`config.mk`:
```
export PLATFORM = sky130hd
export DESIGN_NAME = civil_date_range_validator_unit
export DESIGN_NICKNAME = d
export VERILOG_FILES = /design/src/sv/cdrv_pkg.sv /design/src/sv/cdrv_front.sv /design/src/sv/cdrv_serial.sv /design/src/sv/cdrv_check.sv /design/src/sv/civil_date_range_validator_unit.sv
export SDC_FILE = /design/constraint.sdc
export NUM_CORES = 2
export LEC_CHECK = 0
export BUFFER_PORTS_ARGS = -buffer_cell sky130_fd_sc_hd__buf_2
export CORE_ASPECT_RATIO = 0.75
export CORE_MARGIN = 2
export CORE_UTILIZATION = 55
export DETAILED_ROUTE_END_ITERATION = 10
export HOLD_SLACK_MARGIN = 0.03
export PLACE_DENSITY_LB_ADDON = 0.2
export SETUP_SLACK_MARGIN = 0.2
export SYNTH_ARGS = -nofsm -noshare
export SYNTH_HDL_FRONTEND = slang
export SYNTH_SLANG_ARGS = --single-unit
```
`constraint.sdc`:
```
create_clock -name aclk -period 7.3 [get_ports aclk]
set_input_delay 0.73 -clock aclk [delete_from_list [all_inputs] [get_ports aclk]]
set_output_delay 0.73 -clock aclk [all_outputs]
set_load 0.1 [all_outputs]
```
`src/sv/cdrv_pkg.sv`:
```
package cdrv_pkg;

    localparam int unsigned YearMin   = 1900;
    localparam int unsigned YearMax   = 2100;
    localparam int unsigned YearShift = 400;
    localparam int unsigned DaysYear  = 365;
    localparam int unsigned Recip25   = 5243;
    localparam int unsigned RecipSh   = 17;
    localparam logic [7:0]  MaxDaysRst = 8'd30;

    localparam logic [2:0] StOk      = 3'd0;
    localparam logic [2:0] StBadDate = 3'd1;
    localparam logic [2:0] StOrder   = 3'd2;
    localparam logic [2:0] StFuture  = 3'd3;
    localparam logic [2:0] StTooLong = 3'd4;
    localparam logic [2:0] StBadDays = 3'd5;

    // year shifted by one era, and day of year plus one
    typedef struct packed {
        logic [14:0] yr;
        logic [8:0]  doy;
    } civil_t;

    typedef struct packed {
        logic              bad;
        logic signed [7:0] req;
        civil_t            s;
        civil_t            e;
        civil_t            t;
    } front_t;

    typedef struct packed {
        logic [23:0] y365;
        logic [12:0] y4;
        logic [25:0] p100;
        logic [23:0] p400;
        logic [8:0]  doy;
    } prod_t;

    typedef struct packed {
        logic              bad;
        logic signed [7:0] req;
        prod_t             s;
        prod_t             e;
        prod_t             t;
    } prods_t;

    typedef struct packed {
        logic              bad;
        logic signed [7:0] req;
        logic [22:0]       s_ser;
        logic [22:0]       e_ser;
        logic [22:0]       t_ser;
    } serial_t;

    // days before the month in a year that starts in march
    function automatic logic [8:0] cum_days(input logic [6:0] m);
        logic [8:0] r;
        case (m)
            7'd0:    r = 9'd275;
            7'd1:    r = 9'd306;
            7'd2:    r = 9'd337;
            7'd3:    r = 9'd0;
            7'd4:    r = 9'd31;
            7'd5:    r = 9'd61;
            7'd6:    r = 9'd92;
            7'd7:    r = 9'd122;
            7'd8:    r = 9'd153;
            7'd9:    r = 9'd184;
            7'd10:   r = 9'd214;
            7'd11:   r = 9'd245;
            7'd12:   r = 9'd275;
            7'd13:   r = 9'd306;
            7'd14:   r = 9'd337;
            7'd15:   r = 9'd367;
            default: r = 9'd0;
        endcase
        return r;
    endfunction

    function automatic logic [4:0] month_len(input logic [6:0] m, input logic lp);
        logic [4:0] r;
        case (m)
            7'd1, 7'd3, 7'd5, 7'd7, 7'd8, 7'd10, 7'd12: r = 5'd31;
            7'd4, 7'd6, 7'd9, 7'd11:                   r = 5'd30;
            7'd2:                                       r = lp ? 5'd29 : 5'd28;
            default:                                    r = 5'd0;
        endcase
        return r;
    endfunction

    function automatic logic valid_date(input logic [13:0] y, input logic [6:0] m,
                                        input logic [6:0] d);
        logic lp;
        lp = (y[1:0] == 2'd0) && (y != 14'(YearMin)) && (y != 14'(YearMax));
        return (y >= 14'(YearMin)) && (y <= 14'(YearMax)) && (m >= 7'd1) && (m <= 7'd12)
            && (d >= 7'd1) && (d <= {2'd0, month_len(m, lp)});
    endfunction

    function automatic civil_t to_civil(input logic [13:0] y, input logic [6:0] m,
                                        input logic [6:0] d);
        civil_t c;
        c.yr  = {1'b0, y} + 15'(YearShift) - {14'd0, (m <= 7'd2)};
        c.doy = cum_days(m) + {2'd0, d};
        return c;
    endfunction

    function automatic prod_t to_prod(input civil_t c);
        prod_t p;
        p.y365 = {9'd0, c.yr} * 24'(DaysYear);
        p.y4   = c.yr[14:2];
        p.p100 = {13'd0, c.yr[14:2]} * 26'(Recip25);
        p.p400 = {13'd0, c.yr[14:4]} * 24'(Recip25);
        p.doy  = c.doy;
        return p;
    endfunction

    function automatic logic [22:0] to_serial(input prod_t p);
        logic [8:0] q100;
        logic [6:0] q400;
        q100 = p.p100[RecipSh +: 9];
        q400 = p.p400[RecipSh +: 7];
        return p.y365[22:0] + {10'd0, p.y4} - {14'd0, q100} + {16'd0, q400}
            + {14'd0, p.doy};
    endfunction

endpackage

```
`src/sv/cdrv_front.sv`:
```
module cdrv_front (
    input  logic                aclk,
    input  logic                aresetn,
    input  logic                in_valid,
    output logic                in_ready,
    input  logic                sp,
    input  logic [13:0]         sy,
    input  logic [6:0]          sm,
    input  logic [6:0]          sd,
    input  logic                ep,
    input  logic [13:0]         ey,
    input  logic [6:0]          em,
    input  logic [6:0]          ed,
    input  logic [13:0]         ty,
    input  logic [3:0]          tm,
    input  logic [4:0]          td,
    input  logic signed [7:0]   req,
    output logic                out_valid,
    input  logic                out_ready,
    output cdrv_pkg::front_t    out_data
);

    logic             valid_reg;
    cdrv_pkg::front_t data_reg;
    cdrv_pkg::front_t data_next;
    logic [13:0]      ay, by;
    logic [6:0]       am, ad, bm, bd;

    assign in_ready  = !valid_reg || out_ready;
    assign out_valid = valid_reg;
    assign out_data  = data_reg;

    always_comb begin
        ay = sy; am = sm; ad = sd;
        by = ey; bm = em; bd = ed;
        if (!sp && !ep) begin
            ay = ty; am = {3'd0, tm}; ad = {2'd0, td};
            by = ty; bm = {3'd0, tm}; bd = {2'd0, td};
        end else if (!sp) begin
            ay = ey; am = em; ad = ed;
        end else if (!ep) begin
            by = sy; bm = sm; bd = sd;
        end
        data_next.bad = !cdrv_pkg::valid_date(ay, am, ad) || !cdrv_pkg::valid_date(by, bm, bd);
        data_next.req = req;
        data_next.s   = cdrv_pkg::to_civil(ay, am, ad);
        data_next.e   = cdrv_pkg::to_civil(by, bm, bd);
        data_next.t   = cdrv_pkg::to_civil(ty, {3'd0, tm}, {2'd0, td});
    end

    always_ff @(posedge aclk) begin
        if (!aresetn) begin
            valid_reg <= 1'b0;
        end else if (in_ready) begin
            valid_reg <= in_valid;
        end
    end

    always_ff @(posedge aclk) begin
        if (in_ready) begin
            data_reg <= data_next;
        end
    end

endmodule

```
`src/sv/cdrv_serial.sv`:
```
module cdrv_serial (
    input  logic                aclk,
    input  logic                aresetn,
    input  logic                in_valid,
    output logic                in_ready,
    input  cdrv_pkg::front_t    in_data,
    output logic                out_valid,
    input  logic                out_ready,
    output cdrv_pkg::serial_t   out_data
);

    logic              prod_valid_reg;
    cdrv_pkg::prods_t  prod_reg;
    cdrv_pkg::prods_t  prod_next;
    logic              ser_valid_reg;
    cdrv_pkg::serial_t ser_reg;
    cdrv_pkg::serial_t ser_next;
    logic              prod_ready;
    logic              ser_ready;

    assign ser_ready  = !ser_valid_reg || out_ready;
    assign prod_ready = !prod_valid_reg || ser_ready;
    assign in_ready   = prod_ready;
    assign out_valid  = ser_valid_reg;
    assign out_data   = ser_reg;

    // multiplier stage
    always_comb begin
        prod_next.bad = in_data.bad;
        prod_next.req = in_data.req;
        prod_next.s   = cdrv_pkg::to_prod(in_data.s);
        prod_next.e   = cdrv_pkg::to_prod(in_data.e);
        prod_next.t   = cdrv_pkg::to_prod(in_data.t);
    end

    // sum stage
    always_comb begin
        ser_next.bad   = prod_reg.bad;
        ser_next.req   = prod_reg.req;
        ser_next.s_ser = cdrv_pkg::to_serial(prod_reg.s);
        ser_next.e_ser = cdrv_pkg::to_serial(prod_reg.e);
        ser_next.t_ser = cdrv_pkg::to_serial(prod_reg.t);
    end

    always_ff @(posedge aclk) begin
        if (!aresetn) begin
            prod_valid_reg <= 1'b0;
            ser_valid_reg  <= 1'b0;
        end else begin
            if (prod_ready) begin
                prod_valid_reg <= in_valid;
            end
            if (ser_ready) begin
                ser_valid_reg <= prod_valid_reg;
            end
        end
    end

    always_ff @(posedge aclk) begin
        if (prod_ready) begin
            prod_reg <= prod_next;
        end
        if (ser_ready) begin
            ser_reg <= ser_next;
        end
    end

endmodule

```
`src/sv/cdrv_check.sv`:
```
module cdrv_check (
    input  logic                aclk,
    input  logic                aresetn,
    input  logic [7:0]          max_days,
    input  logic                in_valid,
    output logic                in_ready,
    input  cdrv_pkg::serial_t   in_data,
    output logic                out_valid,
    input  logic                out_ready,
    output logic [2:0]          status,
    output logic [7:0]          span_days
);

    logic        valid_reg;
    logic [2:0]  status_reg;
    logic [2:0]  status_next;
    logic [7:0]  span_reg;
    logic [7:0]  span_next;
    logic [22:0] span;
    logic [22:0] lim;
    logic [22:0] req_ext;

    assign in_ready  = !valid_reg || out_ready;
    assign out_valid = valid_reg;
    assign status    = status_reg;
    assign span_days = span_reg;

    always_comb begin
        span    = in_data.e_ser - in_data.s_ser + 23'd1;
        lim     = {15'd0, max_days};
        req_ext = {16'd0, in_data.req[6:0]};
        span_next = 8'd0;
        if (in_data.bad) begin
            status_next = cdrv_pkg::StBadDate;
        end else if (in_data.e_ser < in_data.s_ser) begin
            status_next = cdrv_pkg::StOrder;
        end else if (in_data.e_ser > in_data.t_ser) begin
            status_next = cdrv_pkg::StFuture;
        end else if (span > lim) begin
            status_next = cdrv_pkg::StTooLong;
        end else if (in_data.req[7] || (req_ext > lim)
                     || ((req_ext != 23'd0) && (req_ext != span))) begin
            status_next = cdrv_pkg::StBadDays;
        end else begin
            status_next = cdrv_pkg::StOk;
            span_next   = span[7:0];
        end
    end

    always_ff @(posedge aclk) begin
        if (!aresetn) begin
            valid_reg <= 1'b0;
        end else if (in_ready) begin
            valid_reg <= in_valid;
        end
    end

    always_ff @(posedge aclk) begin
        if (in_ready) begin
            status_reg <= status_next;
            span_reg   <= span_next;
        end
    end

endmodule

```
`src/sv/civil_date_range_validator_unit.sv`:
```
// Date range checker: one request per clock while m_tready does not stall the result.
// Dates are selected and validated in the first stage, converted to day serials by a
// multiplier stage and a sum stage (reciprocal multiplies stand in for the divisions by
// 100 and 400), and ordered, bounded and compared against max_days in the last stage,
// which is also the output register. Each stage holds its request on its own, so a
// stalled result leaves room upstream for new requests. max_days resets to 30; the user
// must write it through the cfg channel while no request is in flight; not enforced.
module civil_date_range_validator_unit (
    input  logic        aclk,
    input  logic        aresetn,
    input  logic        s_tvalid,
    output logic        s_tready,
    // first_yr, first_mon, first_dom, last_yr, last_mon, last_dom,
    // now_yr, now_mon, now_dom, requested_days, zero pad
    input  logic [87:0] s_tdata,
    // start_present, end_present
    input  logic [1:0]  s_tuser,
    output logic        m_tvalid,
    input  logic        m_tready,
    // status, span_days, zero pad
    output logic [15:0] m_tdata,
    input  logic        cfg_valid,
    output logic        cfg_ready,
    input  logic [7:0]  cfg_data
);

    logic [7:0]        max_days_reg;
    logic              f_valid, f_ready;
    cdrv_pkg::front_t  f_data;
    logic              s_valid, s_ready;
    cdrv_pkg::serial_t s_data;
    logic [2:0]        status;
    logic [7:0]        span_days;

    assign cfg_ready = 1'b1;
    assign m_tdata   = {5'd0, span_days, status};

    always_ff @(posedge aclk) begin
        if (!aresetn) begin
            max_days_reg <= cdrv_pkg::MaxDaysRst;
        end else if (cfg_valid) begin
            max_days_reg <= cfg_data;
        end
    end

    cdrv_front u_front (
        .aclk      (aclk),
        .aresetn   (aresetn),
        .in_valid  (s_tvalid),
        .in_ready  (s_tready),
        .sp        (s_tuser[0]),
        .sy        (s_tdata[13:0]),
        .sm        (s_tdata[20:14]),
        .sd        (s_tdata[27:21]),
        .ep        (s_tuser[1]),
        .ey        (s_tdata[41:28]),
        .em        (s_tdata[48:42]),
        .ed        (s_tdata[55:49]),
        .ty        (s_tdata[69:56]),
        .tm        (s_tdata[73:70]),
        .td        (s_tdata[78:74]),
        .req       (s_tdata[86:79]),
        .out_valid (f_valid),
        .out_ready (f_ready),
        .out_data  (f_data)
    );

    cdrv_serial u_serial (
        .aclk      (aclk),
        .aresetn   (aresetn),
        .in_valid  (f_valid),
        .in_ready  (f_ready),
        .in_data   (f_data),
        .out_valid (s_valid),
        .out_ready (s_ready),
        .out_data  (s_data)
    );

    cdrv_check u_check (
        .aclk      (aclk),
        .aresetn   (aresetn),
        .max_days  (max_days_reg),
        .in_valid  (s_valid),
        .in_ready  (s_ready),
        .in_data   (s_data),
        .out_valid (m_tvalid),
        .out_ready (m_tready),
        .status    (status),
        .span_days (span_days)
    );

endmodule
```
==> results by group <==
STA
  • Relative slew slack: around 30%
  • Final Hold Viols: 0
  • Crit share post-route: between 80% and 90%
  • Measured slew at the worst slew-check pin: around 1.1 ns
  • Endpoints failing setup: 0
  • Total negative slack: 0 ns
  • Unrepaired setup endpoints after global routing: false
  • Setup Skew: ~0.018 ns
  • Post-layout min period: ~6.5 ns
  • Achievable Freq: around 150 MHz
  • Final Max Tran Viols: 0

Synth
  • Syn avg cell area: just over 10 um^2
  • Yosys warns: 0
  • Distinct cells, synth: 76
  • Synth Instances: approximately 4600
  • Synth Flop Type: edfxtp_1
  • Share of flip-flops with an asynchronous set or reset: 0%
  • Seq/Total Area, Yosys: a little under a quarter
  • Post-synth EDFFs: approximately 360
  • Yosys reg bits: roughly 370
  • Post-Syn Area: 0.04700 mm^2

Routing
  • Drt first pass iters: 5
  • Post-DR vias/cell: roughly 5.3
  • Via count: between 30000 and 40000
  • Initial drt markers: about 1900
  • Wirelength per Cell: between 15 and 20 um
  • DRC Markers: 0
  • Routed Antenna Nets: 0
  • Total Routed Length: between 100000 and 150000 um

Placed design
  • Dpl hpwl: 89290 um
  • Gpl congestion: a little under 1
  • Port Buf Inserts: 114

Finish
  • Max reg flops: ~190
  • Finished Core Util: 59.94%
  • Nets: 6244
  • Multi-input gate area: 0.03123 mm^2
  • Fillers: between 7000 and 8000
  • ANT cells: 0
  • Area Growth Syn to Fin: 7.617%
  • Sequential cell area: approximately 0.011 mm^2
  • Layout cells sized above 1: 5.055%

Worst setup path
  • Worst path arrival time: about 6.8 ns
  • Critical path's most frequent cell: fa_1
  • RR Startpoint: u_front.out_data[42]
  • Crit-path max FO: 8
  • Crit path capture: u_serial.prod_reg[128]
  • Startpoint Class: register
  • Max stage delay cell, worst path: fa_1
  • Cells along the critical path: inv_1 > fa_1 > fa_1 > fa_1 > inv_1 > fa_1 > fa_1 > ha_1 > a2111oi_0 > o21ai_0 > o221ai_1 > a21oi_1 > o211a_1 > o31ai_1 > a21boi_0 > a21boi_0 > xnor2_1
  • Critical Path End Type: register
  • CP Launch Point: u_front.out_data[42]
  • FF-to-FF path depth: 17
  • Worst setup path class: register to register
  • R2r setup slk: approximately 0.81 ns
  • CP Data Required Time: approximately 7.6 ns
  • Largest stage delay, worst path: approximately 0.7 ns
  • Reg-to-Reg End: u_serial.prod_reg[128]

Clock network
  • Root buffer cell: clkbuf_16
  • Cts bufs inserted: 44
  • Clk sinks: ~370
  • Setup Buffers After CTS: 0
  • CTS H-Tree Depth: 2
  • Worst-Skew Late Latency: approximately 0.59 ns
  • Post-CTS Hold Fix Bufs: 0
  • CTS tree: yes
  • Clock buffer depth: 3
  • Clock slew at reported path FFs: 0.06 ns
  • Post-CTS sizing: 0

Run status
  • Status: finished, final reports clean

Die
  • Num rows: 92
  • Starting Density: approximately 56%
  • Die Y: approximately 260 um
  • Core area: 0.08438 mm^2
  • Die width: around 340 um
  • IO Count: 122
  • Die area: slightly below 0.09 mm^2

GRT
  • Gr ovfl total: 0
  • First-pass GRT wire length: roughly 170000 um
  • GRT Resource Usage Total: 24.63%
  • Initial antenna violation count: 2
  • Pin count of the biggest net entering global routing: about 130
  • Vias in the first global route: roughly 31000

Hold path
  • Hold_sp: s_tdata[79]
  • Worst Hold Class: primary input to register

Run
  • Max-cap violations: 0
==> stage by stage <==
step	worst slack, ns	instances	hold slack, ns	area [um^2]
finish	0.8085	5876	0.3150	50580
detailed placement	0.8813	5796	0.4045	49010
global placement	0.9878	5796	0.4024	49010
floorplan	1.828	4571	0.4003	47010
global route	0.3547	5876	0.2816	50580
CTS	0.8387	5876	0.2679	50580
==> critical path, delay by kind of cell, from the launching register on <==
family	cells	cell delay [ns]
adders and majority gates	6	3.07
AOI/OAI and AO/OA	8	2.08
DFF	1	0.69
buffers and inverters	2	0.30
xor gates and xnor gates	1	0.09
==> cell usage in the layout, fill, tap and decap left out, drive strengths merged, types with 19 or more instances in the layout <==
cell / n
inv: 1208
ha: 916
fa: 511
edfxtp: 362
a21oi: 187
nor2: 177
xnor2: 153
nand2: 144
buf: 138
o21ai: 126
o21a: 68
xor2: 63
nor3: 58
a21o: 56
nand3: 50
clkbuf: 47
nor2b: 43
mux2i: 42
nand2b: 35
a211oi: 34
o21bai: 28
a31oi: 28
and3: 22
o211ai: 20
nand4: 19
==> final cells by class <==
cell class	count	area share, %
Multi-Input combinational cell	2957	61.75
Sequential cell	374	21.97
Inverter	1199	8.913
Tap cell	1128	2.791
Clock buffer	47	2.199
Timing Repair Buffer	138	1.484
Clock inverter	33	0.8931
==> routing by layer <==
layer	track usage [%]	wire length, um
met2	34.11	40650
met5	1.535	173
met1	38.59	52860
met4	4.809	1844
met3	6.132	8709
==> worst min-delay path by stage <==
stage               slack (ns)                      to  cells past startpoint
global route              0.28    u_front.out_data[73]                      1
CTS                       0.27    u_front.out_data[72]                      1
detailed placement        0.40  u_serial.prod_reg[200]                      0
global placement          0.40   u_serial.prod_reg[96]                      0
finish                    0.31    u_front.out_data[72]                      1
floorplan                 0.40   u_serial.out_data[69]                      0
==> kinds of logic (layout without fill, tap and decap cells) <==
logic type,Yosys count,after routing,synth area share (%)
simple gates,608,608,6.214
xor+xnor,216,216,4.025
fa+ha+maj,1429,1429,46.20
compound gates,656,656,9.044
mux,42,42,0.8945
buf+inv,1240,1417,9.968
other cells,2,6,0.01598
flops,374,374,23.64
==> cell usage after synthesis (7+ instances only) <==
master / n / area share (%)
a211o_1: 12 / 0.22
a211oi_1: 34 / 0.54
a21boi_0: 8 / 0.13
a21o_1: 56 / 0.89
a21oi_1: 186 / 2.0
a31o_2: 7 / 0.13
a31oi_1: 28 / 0.37
and3_1: 22 / 0.29
clkbuf_1: 23 / 0.18
dfxtp_1: 12 / 0.51
edfxtp_1: 362 / 23
fa_1: 511 / 22
ha_1: 916 / 24
inv_1: 1199 / 9.6
mux2i_1: 42 / 0.89
nand2_1: 144 / 1.2
nand2b_1: 35 / 0.47
nand3_1: 50 / 0.53
nand4_1: 19 / 0.25
nor2_1: 177 / 1.4
nor2b_1: 43 / 0.57
nor3_1: 58 / 0.62
nor4_1: 10 / 0.13
o2111ai_1: 7 / 0.13
o211ai_1: 20 / 0.32
o21a_1: 68 / 1.1
o21ai_0: 120 / 1.3
o21bai_1: 28 / 0.45
o22ai_1: 7 / 0.093
o31ai_1: 11 / 0.18
or2_2: 9 / 0.12
or3_1: 13 / 0.17
xnor2_1: 153 / 2.9
xor2_1: 63 / 1.2
Power is left out: the tool's default activity adds up to more than one toggle a clock period on the data nets, which glitch-free logic cannot reach.
